<file path="src/hdl/tcce_pkg.sv">
// Shared types and constants for the text console cursor engine.
// No dependencies; every other file of the block but tcce_div imports this package.
`timescale 1ns / 1ps
`default_nettype none

package tcce_pkg;

    localparam logic [7:0] CH_LF = 8'h0A;
    localparam logic [7:0] CH_CR = 8'h0D;
    localparam logic [7:0] CH_BS = 8'h08;
    localparam logic [7:0] CH_SP = 8'h20;

    localparam logic [7:0]  COL_COUNT_RST  = 8'd80;
    localparam logic [15:0] CELL_COUNT_RST = 16'd2000;
    localparam logic [7:0]  ATTR_RST       = 8'd7;

    typedef enum logic [1:0] {
        REG_COL_COUNT     = 2'd0,
        REG_CELL_COUNT    = 2'd1,
        REG_ATTR_DEFAULT  = 2'd2,
        REG_MIRROR_ENABLE = 2'd3
    } tcce_reg_t;

    typedef enum logic [2:0] {
        ACT_MIRROR = 3'd0,
        ACT_WRITE  = 3'd1,
        ACT_SCROLL = 3'd2,
        ACT_CLEAR  = 3'd3,
        ACT_CURSOR = 3'd4
    } tcce_act_t;

    // Character class decided by the front end.
    typedef enum logic [1:0] {
        CLS_PRINT = 2'd0,
        CLS_CR    = 2'd1,
        CLS_LF    = 2'd2,
        CLS_BS    = 2'd3
    } tcce_cls_t;

    typedef struct packed {
        logic [7:0] ch;
        tcce_cls_t  cls;
    } tcce_item_t;

    typedef enum logic [3:0] {
        S_IDLE,
        S_MIR_CR,
        S_MIR_CH,
        S_DISP,
        S_WRITE,
        S_DIV_POS,
        S_CHECK,
        S_SCROLL,
        S_DIV_ROW,
        S_CLEAR,
        S_CURSOR
    } tcce_state_t;

    typedef struct packed {
        logic idle;
        logic div_wait;
    } tcce_back_stat_t;

endpackage

`default_nettype wire

</file>
<file path="src/hdl/tcce_fifo.sv">
// Short queue of classified items between the front and back ends.
// Depends on tcce_pkg for the item type.
`timescale 1ns / 1ps
`default_nettype none

module tcce_fifo
    import tcce_pkg::*;
#(
    parameter int DEPTH = 2
) (
    input  wire logic       clk,
    input  wire logic       rst_n,
    input  wire logic       push,
    input  wire tcce_item_t push_item,
    input  wire logic       pop,
    output tcce_item_t      head_item,
    output logic            full,
    output logic            not_empty
);

    localparam int PW = (DEPTH > 1) ? $clog2(DEPTH) : 1;
    localparam int CW = $clog2(DEPTH + 1);
    localparam logic [PW-1:0] PTR_LAST = PW'(DEPTH - 1);
    localparam logic [CW-1:0] CNT_FULL = CW'(DEPTH);

    tcce_item_t    mem [DEPTH];
    logic [PW-1:0] wr_ptr_reg, wr_ptr_next;
    logic [PW-1:0] rd_ptr_reg, rd_ptr_next;
    logic [CW-1:0] count_reg, count_next;
    logic          do_push, do_pop;

    assign full      = (count_reg == CNT_FULL);
    assign not_empty = (count_reg != '0);
    assign do_push   = push && !full;
    assign do_pop    = pop && not_empty;
    assign head_item = mem[rd_ptr_reg];

    always_comb
    begin
        wr_ptr_next = wr_ptr_reg;
        rd_ptr_next = rd_ptr_reg;
        count_next  = count_reg;
        if (do_push)
        begin
            wr_ptr_next = (wr_ptr_reg == PTR_LAST) ? '0 : wr_ptr_reg + 1'b1;
        end
        if (do_pop)
        begin
            rd_ptr_next = (rd_ptr_reg == PTR_LAST) ? '0 : rd_ptr_reg + 1'b1;
        end
        if (do_push && !do_pop)
        begin
            count_next = count_reg + 1'b1;
        end
        else if (do_pop && !do_push)
        begin
            count_next = count_reg - 1'b1;
        end
    end

    always_ff @(posedge clk or negedge rst_n)
    begin
        if (!rst_n)
        begin
            wr_ptr_reg <= '0;
            rd_ptr_reg <= '0;
            count_reg  <= '0;
        end
        else
        begin
            wr_ptr_reg <= wr_ptr_next;
            rd_ptr_reg <= rd_ptr_next;
            count_reg  <= count_next;
        end
    end

    always_ff @(posedge clk)
    begin
        if (do_push)
        begin
            mem[wr_ptr_reg] <= push_item;
        end
    end

endmodule

`default_nettype wire

</file>
<file path="config.mk">
export PLATFORM = sky130hd
export DESIGN_NAME = tcce_fifo
export DESIGN_NICKNAME = d
export VERILOG_FILES = /design/src/hdl/tcce_pkg.sv /design/src/hdl/tcce_fifo.sv
export SDC_FILE = /design/constraint.sdc
export NUM_CORES = 1
export LEC_CHECK = 0
export BUFFER_PORTS_ARGS = -buffer_cell sky130_fd_sc_hd__buf_2
export CAP_MARGIN = 0
export CORE_MARGIN = 1.5
export CORE_UTILIZATION = 53
export CTS_BUF_LIST = sky130_fd_sc_hd__clkbuf_8
export CTS_CLUSTER_SIZE = 10
export DETAILED_ROUTE_END_ITERATION = 8
export GPL_ROUTABILITY_DRIVEN = 0
export PLACE_DENSITY = 0.8
export SETUP_SLACK_MARGIN = 0.5
export SLEW_MARGIN = 15
export SYNTH_ARGS = -nofsm -noshare
export SYNTH_HDL_FRONTEND = slang
export SYNTH_SLANG_ARGS = --single-unit
</file>
<file path="constraint.sdc">
create_clock -name clk -period 2.3 [get_ports clk]
set_clock_uncertainty 0.15 [all_clocks]
set_input_delay 0 -clock clk [delete_from_list [all_inputs] [get_ports clk]]
set_output_delay 0 -clock clk [all_outputs]
set_load 0.05 [all_outputs]
</file>
# Yosys cells after proc, flatten, opt, wreduce, memory -nomap -nowiden
# Memories as Yosys holds them, arrays and structs flattened.
# Index checks and enable logic that the tools add are counted.
totals:
  register_bits: 4
  ramBits: 20
  inputBits: 14
  output_inout_bits: 12
  wordCells: 24
  mem_count: 1
mem_list:
  columns: ["memory", "words", "width", "read_ports", "rd_clocked_by_memory_dff", "wr", "line", "text"]
  rows:
  - ["mem", 2, 10, 1, 0, 1, "tcce_fifo.sv:26", "tcce_item_t mem [DEPTH];"]
op_classes:
  addsub: 4
  eq_ne: 1
  mux: 6
  reduce_logical: 9
ops:
  columns: ["cell", "n"]
  rows:
  - ["1-bit logical AND", 4]
  - ["1-bit two-way mux", 4]
  - ["2-bit two-way mux", 2]
  - ["2-bit nonzero test", 2]
  - ["1-bit zero test", 3]
  - ["1-bit adder (second input constant)", 2]
  - ["2-bit by 1-bit adder with 2-bit output (second input constant)", 1]
  - ["2-bit equality test (second input constant)", 1]
  - ["2-bit by 1-bit subtractor with 2-bit output (second input constant)", 1]

# Longest topological paths before layout
depth:
  ltp_word: 7
  ltp_mapped: 7
  ltp_nobuf: 7

# Worst setup path before layout
# OpenSTA, ideal clock, no wires.
synth_timing:
  path_kind: "flip-flop to flip-flop"
  from: "register count_reg[0]"
  to: "memory mem[0][0] (netlist name) (enable)"
  setup_time_ns: 0.376
  arrival_time_ns: 1.069
  required_ns: 1.774
  slack_ns: 0.705
  path_stages_with_launch: 4
  n_path_buf: 0
  synth_period_minus_slack_ns: 1.595
  cell_sequence: "dfrtp_1 -> nand2b_1 -> nand2_2 -> nor2_1"
synth_between:
  elab_chain_len: 5
synth_lines:
  columns: ["item", "line", "text"]
  rows:
  - ["start, declared", "tcce_fifo.sv:29", "logic [CW-1:0] count_reg, count_next;"]
  - ["start signal, assigned", "tcce_fifo.sv:73", "count_reg <= count_next;"]
  - ["2-bit equality test", "tcce_fifo.sv:32", "assign full = (count_reg == CNT_FULL);"]
  - ["1-bit zero test", "tcce_fifo.sv:34", "assign do_push = push && !full;"]
  - ["1-bit logical AND", "tcce_fifo.sv:34", null]
  - ["1-bit two-way mux", "tcce_fifo.sv:79", "if (do_push)"]
  - ["1-bit two-way mux (not written as such)", "tcce_fifo.sv:81", "mem[wr_ptr_reg] <= push_item;"]
  - ["end, declared", "tcce_fifo.sv:26", null]
# Every way passes these cells.

# Worst setup path after layout
layout_timing:
  from: "register count_reg[0]"
  to: "register count_reg[1]"
layout_between:
  elab_chain_len: 6
  word_cells_on_any_way: 14
  cone_classes: "add/sub (2); eq/ne (1); mux (2); reduce/logical (9)"
layout_lines:
  columns: ["item", "line", "text"]
  rows:
  - ["2-bit equality test", "tcce_fifo.sv:32", null]
  - ["1-bit zero test", "tcce_fifo.sv:34", null]
  - ["1-bit logical AND", "tcce_fifo.sv:34", null]
  - ["1-bit zero test", "tcce_fifo.sv:55", "else if (do_pop && !do_push)"]
  - ["1-bit logical AND", "tcce_fifo.sv:55", null]
  - ["2-bit nonzero test (no line)", null, null]
# Parallel ways exist; a longest one is shown, timed or not. The select of a mux whose other input is x is not followed.
# A chain may end at the register's enable or synchronous reset.

==> run summary <==
The cell area after technology mapping came out at 968 µm². The root buffer cell chosen for the clock tree is sky130_fd_sc_hd__clkbuf_8. The number of fillers in the final layout is 124. Dividing the detail-routed via count by the number of cells gives 4.81.

The total number of clock tree sinks came out at 24. The final routed wire length divided by cell count is 13.0 µm. The die covers 2090 µm². The global-route wire length before repair is 2390 µm. Summing over every cut layer, the via total after detailed routing is 567. The slew at the pin closest to its max-slew limit came out at 483 ps. The worst slew margin relative to its limit is 67.8%. The total iterations of the first detailed-routing run is 4. TritonCTS built the clock tree. In this run the deepest clock path goes through 2 buffers. By instance count, the leading cell after synthesis is sky130_fd_sc_hd__edfxtp_1. The net count after synthesis is 65. Internal power comes to 1030 µW.

The post-layout utilization of the core is 75.7%. The count of placed standard cells including taps came out at 100. The number of standard-cell rows in the floorplan is 15. Sequential elements use 72.4% of the synthesized area. The run finished with clean final reports. The area of all placed cells without fillers is 1310 µm².

Registers are responsible for 39.7% of the overall power. After synthesis, the cell types taking the most area are sky130_fd_sc_hd__edfxtp_1 (62%), sky130_fd_sc_hd__mux2_4 (14%), sky130_fd_sc_hd__dfrtp_1 (10%). The minimum period implied by the final worst setup slack is 1640 ps. The commonest cells after synthesis are sky130_fd_sc_hd__edfxtp_1 (20), sky130_fd_sc_hd__mux2_4 (9), sky130_fd_sc_hd__dfrtp_1 (4), sky130_fd_sc_hd__xnor2_1 (3).

In this run the worst setup path begins at count_reg[0]. The antenna cell count is 0. The count of cell types in the netlist came out at 15. The post-synthesis to final-layout area growth is 35.0%.

The combinational group share of total power is 46.5%. Summing all placed instances gives a cell area of 1120 µm². The startpoint type of the worst setup path is a register. The final critical path takes up 71.2% of the cycle.

For this run the aggregate overflow at the end of global routing stands at 0. The worst hold margin came out at 315 ps. The number of hold violations in the final report came to 0. The number of port buffers came out at 25.

Synthesis inferred 24 register bits. The CTS clock-pin slew for the worst setup and hold paths came out at 80 ps. Buffers added to address setup during post-CTS repair amount to 0.

Global routing consumed, over all layers together, 17.3% of the routing resources. The final standard cell count with taps included and fillers excluded came out at 118. The flip-flop count of the largest register, all copies and words added came out at 20. In this run the most critical hold path is launched from push_item[4]. The number of pins exceeding their max-slew limit in the final report is 0. The net switching power figure is 741 µW. The share of total power dissipated in the clock network is 13.8%. The switching part of the total power came out at 41.9%. The max-cap violation count is 0. The net count of the finished layout is 109. The clock latency on the worst-skew pair came out at 260 ps.

The largest net degree at the start of global routing came out at 14. In the final layout, the share of cells above drive strength 1 is 46.2%. The largest area contributor in the synthesized netlist is sky130_fd_sc_hd__edfxtp_1. The power density relative to cell area is 1350 nW/µm². The mean instance size in the synthesized netlist is 19.4 µm². The worst setup path is of the register to register kind. The data required time of the critical path came out at 2330 ps. The Yosys step of the flow raised 0 warnings. The number of enable-type register cells in the synthesized netlist came out at 20.

The via count of the first global-routing pass came to 601. The standard cell core area is 1730 µm². The final setup TNS came out at 0 ps.

STA classifies the critical path endpoint as a register. The worst-case IR drop observed on VDD is 0.000920 V. Setup repair after global routing left no endpoint under its margin.

The die outline width is 45.7 µm. The top achievable clock speed came out at 0.610 GHz. Synthesis produced 50 cells.

Of all flip-flops after synthesis, the portion carrying an async set or reset was 16.7%. The DRC marker count from the first detailed-route iteration came out at 10. For this run, the leading register cell type out of synthesis is sky130_fd_sc_hd__edfxtp_1. The detailed-route DRC error count is 0.

The standby leakage power is 0.000558 µW. For this block, the routed nets add up to 1540 µm of wire. The data arrival time of the worst path is 1660 ps. Setup violations remaining at the end of the flow were counted as 0. The top fanout value on the critical path is 4. The die extent in y is 45.7 µm. The area fraction of the dominant cell type after synthesis is 62.0%. The startpoint of the worst register-to-register path is count_reg[0]. The remaining number of nets flagged by the antenna check after routing is 0. The starting utilization of the core area came out at 56.1%. The worst min-delay path class is input pin to register. The number of antenna violations at the first check in global routing came to 0.

The H-tree depth came out at 1. Pin placement for this block handled 26 I/O pins. The number of CTS-inserted buffers came out at 3.
## metrics by stage
stage,worst slack (ps),total power [µW]
5_1_grt,597,1840
4_1_cts,527,1770
2_1_floorplan,705,1380
6_report,661,1770
3_3_place_gp,750,1500
3_5_place_dp,692,1520
## cell usage in the layout (no fill, tap or decap)
cell	netlist	layout
sky130_fd_sc_hd__or2_4	1	1
sky130_fd_sc_hd__nand2_4	1	1
sky130_fd_sc_hd__nand2b_1	1	1
sky130_fd_sc_hd__mux2_2	1	1
sky130_fd_sc_hd__dlygate4sd3_1	0	14
sky130_fd_sc_hd__nor2_1	2	2
sky130_fd_sc_hd__buf_2	0	25
sky130_fd_sc_hd__buf_4	0	1
sky130_fd_sc_hd__xor2_1	2	2
sky130_fd_sc_hd__ha_1	1	1
sky130_fd_sc_hd__clkinv_1	0	1
sky130_fd_sc_hd__mux2_4	9	9
sky130_fd_sc_hd__edfxtp_1	20	20
sky130_fd_sc_hd__clkbuf_8	0	3
sky130_fd_sc_hd__xnor2_1	3	3
sky130_fd_sc_hd__nand2_2	1	1
sky130_fd_sc_hd__inv_1	2	2
sky130_fd_sc_hd__and3_1	1	1
sky130_fd_sc_hd__dfrtp_1	4	3
sky130_fd_sc_hd__dfrtp_2	0	1
## kinds of logic (layout without fill, tap and decap cells)
family,Yosys count,after routing,share of synthesized area (%)
flops,24,24,72.4
mux,10,10,15.1
simple gates,7,7,4.78
xor+xnor,5,5,4.52
buf+inv,3,46,1.94
fa+ha+maj,1,1,1.29
## path summary, 6_finish.rpt
check,slack [ps],depth (start not counted),endpoint
max in group asynchronous,1320,3,rd_ptr_reg
min,320,2,mem[1][4]
min in group asynchronous,480,3,wr_ptr_reg
max,660,7,count_reg[1]
min reg2reg,360,1,wr_ptr_reg
max reg2reg,660,7,count_reg[1]
## area by class of cell
| cell class | count | area, µm² | share of cell area, % |
|---|---|---|---|
| Timing Repair Buffer | 40 | 273 | 20.9 |
| Clock inverter | 1 | 3.75 | 0.287 |
| Clock buffer | 3 | 41.3 | 3.16 |
| Inverter | 2 | 7.51 | 0.574 |
| Multi-Input combinational cell | 23 | 249 | 19.0 |
| Sequential cell | 24 | 702 | 53.7 |
| Tap cell | 25 | 31.3 | 2.39 |
## per-layer routing
metal  wire, µm  up-vias  GRT usage (%)
li1           -      268              -
met1        584      269           17.2
met2        823       24           31.3
met3         70        6           3.97
met4         58        0           12.0
met5          0        -              0
## power groups by stage
stage          clock network [µW]  registers (µW)  logic, µW
6_report                      243             702        823
5_1_grt                       263             716        863
4_1_cts                       244             702        826
3_5_place_dp                    0             712        805
3_3_place_gp                    0             704        791
2_1_floorplan                   0             656        721
## timing repair
item,CTS,global route
resized for setup,0,1
hold buffers,14,0
endpoints found under the setup margin,0,1
endpoints found under the hold margin,26,0
## worst max-delay path, stage by stage (launching register included)
cell	delay, ps
sky130_fd_sc_hd__dfrtp_1	420
sky130_fd_sc_hd__nand2b_1	200
sky130_fd_sc_hd__nand2_2	110
sky130_fd_sc_hd__inv_1	50
sky130_fd_sc_hd__ha_1	190
sky130_fd_sc_hd__xor2_1	140
sky130_fd_sc_hd__nor2_1	110
sky130_fd_sc_hd__xor2_1	180
Note: power is estimated with default switching activity, not from simulation.
